## src/sv/kwc_pkg.sv

```systemverilog
package kwc_pkg;

	localparam int unsigned ALPHA_LEN = 26;
	localparam int unsigned IDX_W = $clog2(ALPHA_LEN);
	localparam logic [IDX_W-1:0] LAST_IDX = IDX_W'(ALPHA_LEN - 1);
	localparam logic [7:0] UPPER_BASE = 8'd65;
	localparam logic [7:0] LOWER_BASE = 8'd97;

	localparam logic [2:0] MODE_CLEAR  = 3'd0;
	localparam logic [2:0] MODE_KEY    = 3'd1;
	localparam logic [2:0] MODE_FINISH = 3'd2;
	localparam logic [2:0] MODE_ENC    = 3'd3;
	localparam logic [2:0] MODE_DEC    = 3'd4;

	localparam logic [2:0] OP_NONE  = 3'd0;
	localparam logic [2:0] OP_CLEAR = 3'd1;
	localparam logic [2:0] OP_KEY   = 3'd2;
	localparam logic [2:0] OP_FILL  = 3'd3;
	localparam logic [2:0] OP_ENC   = 3'd4;
	localparam logic [2:0] OP_DEC   = 3'd5;

	typedef struct packed {
		logic [2:0] mode;
		logic [7:0] char_in;
	} request_t;

	typedef struct packed {
		logic [7:0] char_out;
		logic       not_ready;
	} result_t;

	typedef struct packed {
		logic [2:0]       op;
		logic [IDX_W-1:0] fill_idx;
		logic             set_ready;
	} ctl_cmd_t;

	typedef struct packed {
		logic full;
	} dp_status_t;

	typedef struct packed {
		logic             valid;
		logic [IDX_W-1:0] idx;
	} letter_t;

	function automatic letter_t letter_index(input logic [7:0] c);
		letter_t r;
		r.valid = 1'b0;
		r.idx   = '0;
		if (c >= UPPER_BASE && c < UPPER_BASE + 8'(ALPHA_LEN)) begin
			r.valid = 1'b1;
			r.idx   = IDX_W'(c - UPPER_BASE);
		end else if (c >= LOWER_BASE && c < LOWER_BASE + 8'(ALPHA_LEN)) begin
			r.valid = 1'b1;
			r.idx   = IDX_W'(c - LOWER_BASE);
		end
		return r;
	endfunction

endpackage

```

## src/sv/kwc_ctrl.sv

```systemverilog
module kwc_ctrl (
	input  logic                  clk,
	input  logic                  arst_n,
	input  logic                  start,
	input  logic [2:0]            mode,
	input  kwc_pkg::dp_status_t   status,
	output kwc_pkg::ctl_cmd_t     cmd,
	output logic                  busy
);
	import kwc_pkg::*;

	localparam logic ST_IDLE = 1'b0;
	localparam logic ST_FILL = 1'b1;

	logic             state_q;
	logic [IDX_W-1:0] step_q;
	logic             accept;

	assign busy   = (state_q == ST_FILL);
	assign accept = start && (state_q == ST_IDLE);

	always_comb begin
		cmd.op        = OP_NONE;
		cmd.fill_idx  = step_q;
		cmd.set_ready = 1'b0;
		if (state_q == ST_FILL) begin
			cmd.op        = OP_FILL;
			cmd.set_ready = status.full || (step_q == LAST_IDX);
		end else if (accept) begin
			unique case (mode)
				MODE_CLEAR: cmd.op = OP_CLEAR;
				MODE_KEY:   cmd.op = OP_KEY;
				MODE_ENC:   cmd.op = OP_ENC;
				MODE_DEC:   cmd.op = OP_DEC;
				default:    cmd.op = OP_NONE;
			endcase
		end
	end

	always_ff @(posedge clk or negedge arst_n) begin
		if (!arst_n) begin
			state_q <= ST_IDLE;
			step_q  <= '0;
		end else begin
			unique case (state_q)
				ST_IDLE: begin
					if (accept && mode == MODE_FINISH) begin
						state_q <= ST_FILL;
						step_q  <= '0;
					end
				end
				ST_FILL: begin
					if (cmd.set_ready) begin
						state_q <= ST_IDLE;
					end else begin
						step_q <= step_q + 1'b1;
					end
				end
				default: state_q <= ST_IDLE;
			endcase
		end
	end

endmodule

```

## src/sv/kwc_datapath.sv

```systemverilog
module kwc_datapath (
	input  logic                clk,
	input  logic                arst_n,
	input  kwc_pkg::ctl_cmd_t   cmd,
	input  logic [7:0]          char_in,
	output kwc_pkg::dp_status_t status,
	output logic                done,
	output kwc_pkg::result_t    result
);
	import kwc_pkg::*;

	logic [IDX_W-1:0] table_q [ALPHA_LEN];
	logic [IDX_W-1:0] inv_q   [ALPHA_LEN];
	logic [ALPHA_LEN-1:0] used_q;
	logic [IDX_W-1:0] fill_q;
	logic             ready_q;
	logic             done_q;
	result_t          result_q;

	letter_t          key_let;
	letter_t          dec_let;
	logic [IDX_W-1:0] app_idx;
	logic             app_en;
	logic             full;
	result_t          res_d;

	assign key_let = letter_index(char_in);
	assign full    = (fill_q == IDX_W'(ALPHA_LEN));

	// decrypt takes upper case only
	always_comb begin
		dec_let = key_let;
		if (char_in >= LOWER_BASE) begin
			dec_let.valid = 1'b0;
		end
	end

	always_comb begin
		app_idx = key_let.idx;
		app_en  = 1'b0;
		if (cmd.op == OP_FILL) begin
			app_idx = cmd.fill_idx;
			app_en  = !used_q[cmd.fill_idx] && !full;
		end else if (cmd.op == OP_KEY) begin
			app_en = key_let.valid && !used_q[key_let.idx] && !full;
		end
	end

	always_comb begin
		res_d.char_out  = char_in;
		res_d.not_ready = !ready_q;
		if (ready_q) begin
			if (cmd.op == OP_ENC && key_let.valid) begin
				res_d.char_out = UPPER_BASE + {3'b000, table_q[key_let.idx]};
			end else if (cmd.op == OP_DEC && dec_let.valid) begin
				res_d.char_out = UPPER_BASE + {3'b000, inv_q[dec_let.idx]};
			end
		end
	end

	always_ff @(posedge clk or negedge arst_n) begin
		if (!arst_n) begin
			used_q  <= '0;
			fill_q  <= '0;
			ready_q <= 1'b0;
			done_q  <= 1'b0;
		end else begin
			done_q <= (cmd.op == OP_ENC) || (cmd.op == OP_DEC);
			if (cmd.op == OP_CLEAR) begin
				used_q  <= '0;
				fill_q  <= '0;
				ready_q <= 1'b0;
			end else begin
				if (app_en) begin
					used_q[app_idx] <= 1'b1;
					fill_q          <= fill_q + 1'b1;
				end
				if (cmd.set_ready) begin
					ready_q <= 1'b1;
				end
			end
		end
	end

	always_ff @(posedge clk) begin
		if (app_en) begin
			table_q[fill_q] <= app_idx;
			inv_q[app_idx]  <= fill_q;
		end
		result_q <= res_d;
	end

	assign status.full = full;
	assign done        = done_q;
	assign result      = result_q;

endmodule

```

## src/sv/keyword_substitution_cipher_top.sv

```systemverilog
// keyword substitution cipher, one request per accepted start
// encrypt and decrypt: result strobed in the cycle after accept, one request per cycle while not busy
// clear and key character: no result; start may follow at once
// finish: busy while the fill sequencer walks the alphabet
// results cannot be stalled; asynchronous active-low reset empties the key
module keyword_substitution_cipher_top (
	input  logic               clk,
	input  logic               arst_n,
	input  logic               start,
	input  kwc_pkg::request_t  request,
	output logic               busy,
	output logic               done,
	output kwc_pkg::result_t   result
);
	import kwc_pkg::*;

	ctl_cmd_t   cmd;
	dp_status_t status;

	kwc_ctrl u_ctrl (
		.clk    (clk),
		.arst_n (arst_n),
		.start  (start),
		.mode   (request.mode),
		.status (status),
		.cmd    (cmd),
		.busy   (busy)
	);

	kwc_datapath u_dp (
		.clk     (clk),
		.arst_n  (arst_n),
		.cmd     (cmd),
		.char_in (request.char_in),
		.status  (status),
		.done    (done),
		.result  (result)
	);

endmodule

```

## config.mk

```make
export PLATFORM = sky130hd
export DESIGN_NAME = keyword_substitution_cipher_top
export DESIGN_NICKNAME = d
export VERILOG_FILES = /design/src/sv/kwc_pkg.sv /design/src/sv/kwc_ctrl.sv /design/src/sv/kwc_datapath.sv /design/src/sv/keyword_substitution_cipher_top.sv
export SDC_FILE = /design/constraint.sdc
export NUM_CORES = 1
export LEC_CHECK = 0
export ABC_AREA = 1
export BUFFER_PORTS_ARGS = -buffer_cell sky130_fd_sc_hd__buf_2
export CORE_UTILIZATION = 65
export DETAILED_ROUTE_END_ITERATION = 8
export GPL_ROUTABILITY_DRIVEN = 0
export PLACE_DENSITY = 0.92
export SLEW_MARGIN = 10
export SYNTH_ARGS = -nofsm -noshare
export SYNTH_HDL_FRONTEND = slang
export SYNTH_HIERARCHICAL = 1
export SYNTH_SLANG_ARGS = --single-unit
```

## constraint.sdc

```tcl
create_clock -name clk -period 6.2 [get_ports clk]
set_input_delay 0.31 -clock clk [delete_from_list [all_inputs] [get_ports clk]]
set_output_delay 0.31 -clock clk [all_outputs]
set_load 0.03 [all_outputs]
```

==> metrics.csv, run 1 <==
stage,metric,value,unit
clocking,cts_root_buf,clkbuf_16,
synth,synth_top_area_share,52.5,%
layout,multi_input_area,4790,µm²
min_path,holdCritPathClass,primary input to flop,
synth,ys_ff_latch,308,
detailed_routing,viasPerCell,6.87,
place,place_hpwl,24400,µm
timing,skew,0.0288,ns
synth,synthesis.nets,1572,
synth,postSynth.asyncResetShare,12.7,%
pwr,power_density,360,nW/µm²
setup_path,crit_type,primary input to flop,
timing,clock.fmax,196,MHz
synth,yosysSeqAreaShare,60.3,%
setup_path,worstSetupStartpoint,request[7],
setup_path,crit_family,buffers and inverters,
min_path,holdPathEnd,u_dp/result[4],
setup_path,crit_arrival,5.30,ns
status,violations,DRC,
global_route,grt_max_degree,68,
clocking,post_cts_buffers,0,
global_route,overflow,0,
floorplan,core,22200,µm²
setup_path,crit_chain,dlygate4sd3_1 -> buf_2 -> inv_1 -> nand2_1 -> nor2_8 -> buf_4 -> nand2_2 -> nor2_4 -> buf_4 -> nand2_1 -> o21ai_2 -> inv_1 -> nor2_2 -> inv_1 -> nor3_1,
global_route,grt_pass1_vias,12200,
global_route,grt_usage,36.7,%
min_path,min_path_cells,3,
layout,regArea,8960,µm²
timing,hold_viol_final,0,
clocking,clkLatencyLatePin,0.57,ns
place,port_buffers,24,
synth,synth_ff_type,edfxtp_1,
floorplan,die_w,153,µm
detailed_routing,wl_per_cell,23.4,µm
synth,synth_top_cell_by_area,edfxtp_1,
synth,synth.cell_area,14900,µm²
clocking,cts_made_buffers,29,
clocking,clockBufferDepth,3,
global_route,antenna_found_initial,1,
synth,synth_edf_count,260,
timing,post-route-min-period,5.10,ns
setup_path,r2r_cells,8,
floorplan,io_pins,25,
layout,nFillCells,1307,
detailed_routing,ant_nets,0,
setup_path,cp_max_fo,41,
detailed_routing,vias,12600,
floorplan,fp.dieArea,23500,µm²
detailed_routing,drt_iter0_drc,2724,
pwr,ir_drop,0.000255,V
pwr,leakage,0.00662,µW
synth,ys_types,44,
timing,rsz0062_at_grt,false,
synth,syn_inst,1547,
timing,period_share,82.2,%
setup_path,r2r_slack,1.64,ns
timing,slew_headroom,17.0,%
detailed_routing,drt_wl_total,42900,µm
timing,maxSlewViolCount,0,
setup_path,cp_common_cell,inv_1,
layout,fin_nets,1558,
floorplan,die_h,153,µm
setup_path,required,6.40,ns
floorplan,start_util,67.1,%
timing,setup_viol,0,
min_path,hold_start,request[3],
layout,layout-drive-gt1-share,8.75,%
setup_path,rr_startpoint,u_ctrl/busy,
setup_path,max_stage_delay,0.62,ns
synth,yosys-top-cells-area,"edfxtp_1, nand3_1, nand2_1",
setup_path,start_kind,primary input,
clocking,h-tree-depth,1,
status,run_status,finished with violations,
place,dp.cells,1779,
layout,fin_cells,1836,
synth,synth_area_per_cell,9.61,µm²
setup_path,cpMaxStageDelayCell,nor3_1,
setup_path,cp_num_buf_inv,7,
setup_path,timing.rr.end,u_dp/inv_q[22][1],
timing,tns,0,ns
global_route,grt_pass1_wl,66000,µm
setup_path,cp-end-kind,flop,
detailed_routing,drc_errors,3,
timing,worst_pin_slew,1.25,ns
clocking,cts_tree,yes,
setup_path,worst-path-stages,15,
layout,area_growth,8.16,%
clocking,clock-sinks,308,
synth,synth_warnings,6,
detailed_routing,firstDrtPassIters,9,
job,maxCapViolCount,0,
floorplan,fp-row-count,54,
clocking,clkTransAtPathRegs,0.06,ns
[sequential cells by signal, indices dropped and copies added, names as in the netlist]
name,count
u_dp/ready_q,1
u_dp/inv_q,130
u_dp/fill_q,5
u_dp/table_q,130
u_dp/used_q,26
u_ctrl/busy,1
u_ctrl/step_q,5
u_dp/result,9
u_dp/done,1
[worst max path at each step]
stage / end / slack (ns)
4_1_cts: u_dp/inv_q[22][1] / 1.55
6_report: u_dp/inv_q[22][1] / 1.10
2_1_floorplan: u_dp/inv_q[7][0] / 2.48
5_1_grt: u_dp/inv_q[22][1] / 1.03
3_5_place_dp: u_dp/inv_q[22][1] / 1.39
3_3_place_gp: u_dp/inv_q[22][2] / 1.57
[synthesized netlist by cell type, types with 3 or more instances]
cell type and instances:
nor3_1 40, o22ai_1 3, buf_6 5, o21bai_1 7, nand4_1 83, nand3_4 3
ha_1 11, buf_4 9, nor2_1 88, nor2_2 4, nand3_1 268, edfxtp_1 260
nand2_1 323, a21oi_1 30, nor3_2 6, or2_2 10, o21ai_0 44, dfxtp_1 9
xor2_1 5, dfrtp_1 39, inv_1 173, inv_2 4, nand2_2 3, clkbuf_1 43
o21ai_1 4, o211ai_1 15, buf_2 34, o21ai_2 3
[area by class of cell]
| cell class | instances | share of cell area, % |
|---|---|---|
| Sequential cell | 308 | 55.7 |
| Multi-Input combinational cell | 968 | 29.8 |
| Clock buffer | 32 | 4.58 |
| Inverter | 178 | 4.15 |
| Tap cell | 280 | 2.18 |
| Timing Repair Buffer | 48 | 1.91 |
| Clock inverter | 21 | 1.66 |
| Antenna cell | 1 | 0.0156 |
[placed cells by master, fill, tap and decap left out, drive strengths merged, types with 30 or more instances in the layout]
master	synthesis	final
nor2	95	95
nor3	46	46
nand4	83	83
inv	177	177
dfrtp	39	39
nand2	327	327
clkbuf	43	32
a21oi	30	30
nand3	273	273
buf	50	45
o21ai	51	51
edfxtp	260	260
[power breakdown]
part | internal [µW] | leakage, µW | switching [µW] | total [µW]
registers | 2470 | 0.00301 | 101 | 2580
logic | 280 | 0.00312 | 1060 | 1340
clock network | 1110 | 0.000489 | 768 | 1880
total | 3860 | 0.00662 | 1930 | 5790
[per-layer routing]
metal	track usage [%]	part of all wire (%)	vias up
met5	2.07	0	-
met4	21.5	7.5	0
met3	10.4	16	339
met2	57.7	45	1331
met1	45.6	32	5654
li1	-	-	5293
[per-stage QoR]
step                hold slack, ns  utilization, %  area, µm²  worst slack [ns]  power, µW
global placement             0.429            67.9      15100              1.57       3780
detailed placement           0.428            67.9      15100              1.39       3830
global route                0.0520            72.6      16100              1.03       5940
CTS                         0.0180            72.6      16100              1.55       5700
floorplan                   0.0144               -      14900              2.48       3470
finish                      0.0393            72.6      16100              1.10       5790
[worst register-to-register path: stages, from the launching register on]
cell and delay (ns):
dfrtp_1 0.49, inv_1 0.22, nand2_1 0.23, nand3_1 0.59, o21ai_2 1.21, inv_1 0.22
nor2_2 0.37, inv_1 0.24, nor3_1 0.62
[repair_timing]
item | CTS | global route
hold buffers | 3 | 0
resized for setup | 0 | 0
hold endpoints to repair | 41 | 0
[kinds of logic after synthesis]
family / share of synthesized area [%]
simple gates: 26.4
compound gates: 4.39
xor+xnor: 0.412
flops: 60.3
fa+ha+maj: 0.925
buf+inv: 7.60
Note: power is estimated with default switching activity, not from simulation.
==> run 2: changes to the inputs <==
--- a/config.mk
+++ b/config.mk
@@ -7,10 +7,10 @@
 export LEC_CHECK = 0
 export ABC_AREA = 1
 export BUFFER_PORTS_ARGS = -buffer_cell sky130_fd_sc_hd__buf_2
-export CORE_UTILIZATION = 65
+export CORE_UTILIZATION = 63
 export DETAILED_ROUTE_END_ITERATION = 8
 export GPL_ROUTABILITY_DRIVEN = 0
-export PLACE_DENSITY = 0.92
+export PLACE_DENSITY = 0.9
 export SLEW_MARGIN = 10
 export SYNTH_ARGS = -nofsm -noshare
 export SYNTH_HDL_FRONTEND = slang
==> constraint.sdc (replaced) <==
create_clock -name clk -period 5.3 [get_ports clk]
set_input_delay 0.265 -clock clk [delete_from_list [all_inputs] [get_ports clk]]
set_output_delay 0.265 -clock clk [all_outputs]
set_load 0.03 [all_outputs]
==> metrics.csv, run 2 (synthesis gave the netlist of run 1 again) <==
stage,metric,value,unit,change
status,run_status,"finished, final reports clean",,
setup_path,crit_type,primary input to flop,,
floorplan,fp.dieArea,24200,µm²,+3.1%
clocking,cts_made_buffers,31,,+6.9%
place,dpl_cell_area,15100,µm²,+0.52%
setup_path,cp_num_buf_inv,5,,-2
layout,most-common-layout-cells,"nand2_1, nand3_1, edfxtp_1",,
timing,worst_pin_slew,0.968,ns,-0.277 ns
clocking,hold_buffers,3,,unchanged
setup_path,start_kind,primary input,,
setup_path,worst-path-stages,19,,+4
layout,nFillCells,1565,,+20%
setup_path,endpoint,u_dp/result[3],,
pwr,ir_drop,0.000315,V,+23%
pwr,power_density,413,nW/µm²,+15%
setup_path,cp_max_fo,38,,-7.3%
setup_path,crit_arrival,4.66,ns,-0.64 ns
timing,rsz0062_at_grt,false,,
detailed_routing,wl_per_cell,21.2,µm,-9.2%
floorplan,die_w,156,µm,+1.6%
setup_path,timing.rr.end,u_dp/inv_q[22][0],,
detailed_routing,viasPerCell,6.41,,-6.8%
clocking,post_cts_buffers,0,,unchanged
global_route,grt_pass1_vias,11600,,-5.3%
setup_path,rr_startpoint,u_ctrl/busy,,
layout,reg_top3,"u_dp/inv_q x130, u_dp/table_q x130, u_dp/used_q x26",,
timing,maxSlewViolCount,0,,unchanged
timing,tns,0,ns,unchanged
setup_path,cp-end-kind,flop,,
detailed_routing,drt_iter0_drc,2053,,-25%
global_route,grt_usage,33.6,%,-3.1 points
detailed_routing,drt_wl_total,39800,µm,-7.2%
setup_path,required,5.80,ns,-0.60 ns
layout,multi_input_area,4810,µm²,+0.31%
setup_path,cpMaxStageDelayCell,nand3_2,,
setup_path,worstSetupStartpoint,request[7],,
floorplan,start_util,64.9,%,-2.2 points
clocking,clockBufferDepth,3,,unchanged
global_route,grt_max_degree,73,,+7.4%
timing,post-route-min-period,4.16,ns,
setup_path,max_stage_delay,0.61,ns,about the same
clocking,clkTransAtPathRegs,0.06,ns,about the same
floorplan,io_pins,25,,unchanged
min_path,holdCritPathClass,primary input to flop,,
clocking,cts-resized-gates,0,,unchanged
pwr,leakage,0.00663,µW,+0.12%
setup_path,crit_chain,dlygate4sd3_1 -> buf_2 -> inv_1 -> nand2_1 -> nor2_8 -> nand3_2 -> inv_2 -> buf_4 -> nand3_1 -> nand3_1 -> nand3_1 -> nand3_1 -> nand2_1 -> ha_1 -> nand3_1 -> nand2_1 -> o22ai_1 -> nand2_1 -> nand2_1,,
clocking,cts_tree,yes,,
global_route,overflow,0,,unchanged
place,port_buffers,24,,unchanged
layout,area_growth,8.48,%,
detailed_routing,ant_nets,0,,unchanged
floorplan,core,22900,µm²,+3.4%
clocking,cts_root_buf,clkbuf_16,,
layout,fin_area,16100,µm²,+0.30%
setup_path,r2r_cells,8,,unchanged
layout,finish.utilization,70.4,%,-2.2 points
floorplan,fp-row-count,55,,+1.9%
timing,skew,0.0178,ns,-0.0110 ns
global_route,grt_pass1_wl,61700,µm,-6.5%
timing,clock.fmax,240,MHz,
timing,setup_viol,0,,unchanged
clocking,h-tree-depth,1,,unchanged
setup_path,crit_family,simple AND/OR/NAND/NOR gates,,
clocking,clock-sinks,308,,unchanged
layout,layout_commonest_cell,nand2_1,,
floorplan,die_h,156,µm,+1.6%
timing,hold_viol_final,0,,unchanged
detailed_routing,drc_errors,0,,-3
detailed_routing,firstDrtPassIters,8,,-1
layout,layout-drive-gt1-share,8.77,%,+0.019 points
layout,fin_nets,1564,,+0.39%
place,place_hpwl,24400,µm,-0.15%
pwr,power,6670,µW,+15%
global_route,antenna_found_initial,0,,-1
layout,antenna_cells,0,,-1
timing,slew_headroom,35.2,%,+18 points
setup_path,r2r_slack,1.29,ns,-0.35 ns
job,maxCapViolCount,0,,unchanged
layout,regArea,8960,µm²,unchanged
timing,period_share,78.6,%,
detailed_routing,vias,12000,,-4.8%
clocking,clkLatencyLatePin,0.56,ns,about the same
## run 2: power breakdown
part / switching, µW / internal [µW] / total, µW
clock network: 886 / 1200 / 2080
registers: 127 / 2890 / 3020
logic: 1230 / 335 / 1560
total: 2240 / 4430 / 6670
## run 2: per-layer routing
| layer | global-route usage [%] | part of all wire (%) |
|---|---|---|
| met3 | 8.11 | 14 |
| met5 | 0 | 0 |
| met2 | 52.9 | 45 |
| met4 | 19.0 | 6.2 |
| met1 | 43.0 | 34 |
## run 2: layout make-up
type                       count  area share, %
sequential                   308           55.6
multi-input combinational    968           29.8
clock buffer                  47           5.49
inverter                     178           4.14
tap                          313           2.43
timing repair buffer          52           2.09
clock inverter                10          0.512
## run 2: worst min path at each step
| stage | startpoint | endpoint | slack (ns) | cells past startpoint |
|---|---|---|---|---|
| 2_1_floorplan | arst_n | u_ctrl/busy | -0.03 | 0 |
| 3_3_place_gp | request[7] | u_dp/result[8] | 0.38 | 1 |
| 3_5_place_dp | request[6] | u_dp/result[7] | 0.39 | 1 |
| 4_1_cts | request[2] | u_dp/result[3] | 0.008 | 3 |
| 5_1_grt | request[2] | u_dp/result[3] | 0.01 | 3 |
| 6_report | request[2] | u_dp/result[3] | 0.03 | 3 |
## run 2: worst register-to-register path, cell delays in order (launching register included)
cell	delay, ns
dfrtp_1	0.45
inv_1	0.17
nand2_1	0.24
nand3_1	0.48
o21ai_4	0.95
inv_1	0.18
nor2_2	0.32
inv_1	0.23
nor3_1	0.63
## run 2: metrics by stage
stage	setup slack [ns]	instances	hold slack, ns
after CTS	1.29	1876	0.00755
after global placement	0.902	1816	0.382
after global routing	0.891	1876	0.0120
final	1.14	1876	0.0289
after detailed placement	0.748	1816	0.385
after floorplan	1.63	1547	-0.0306
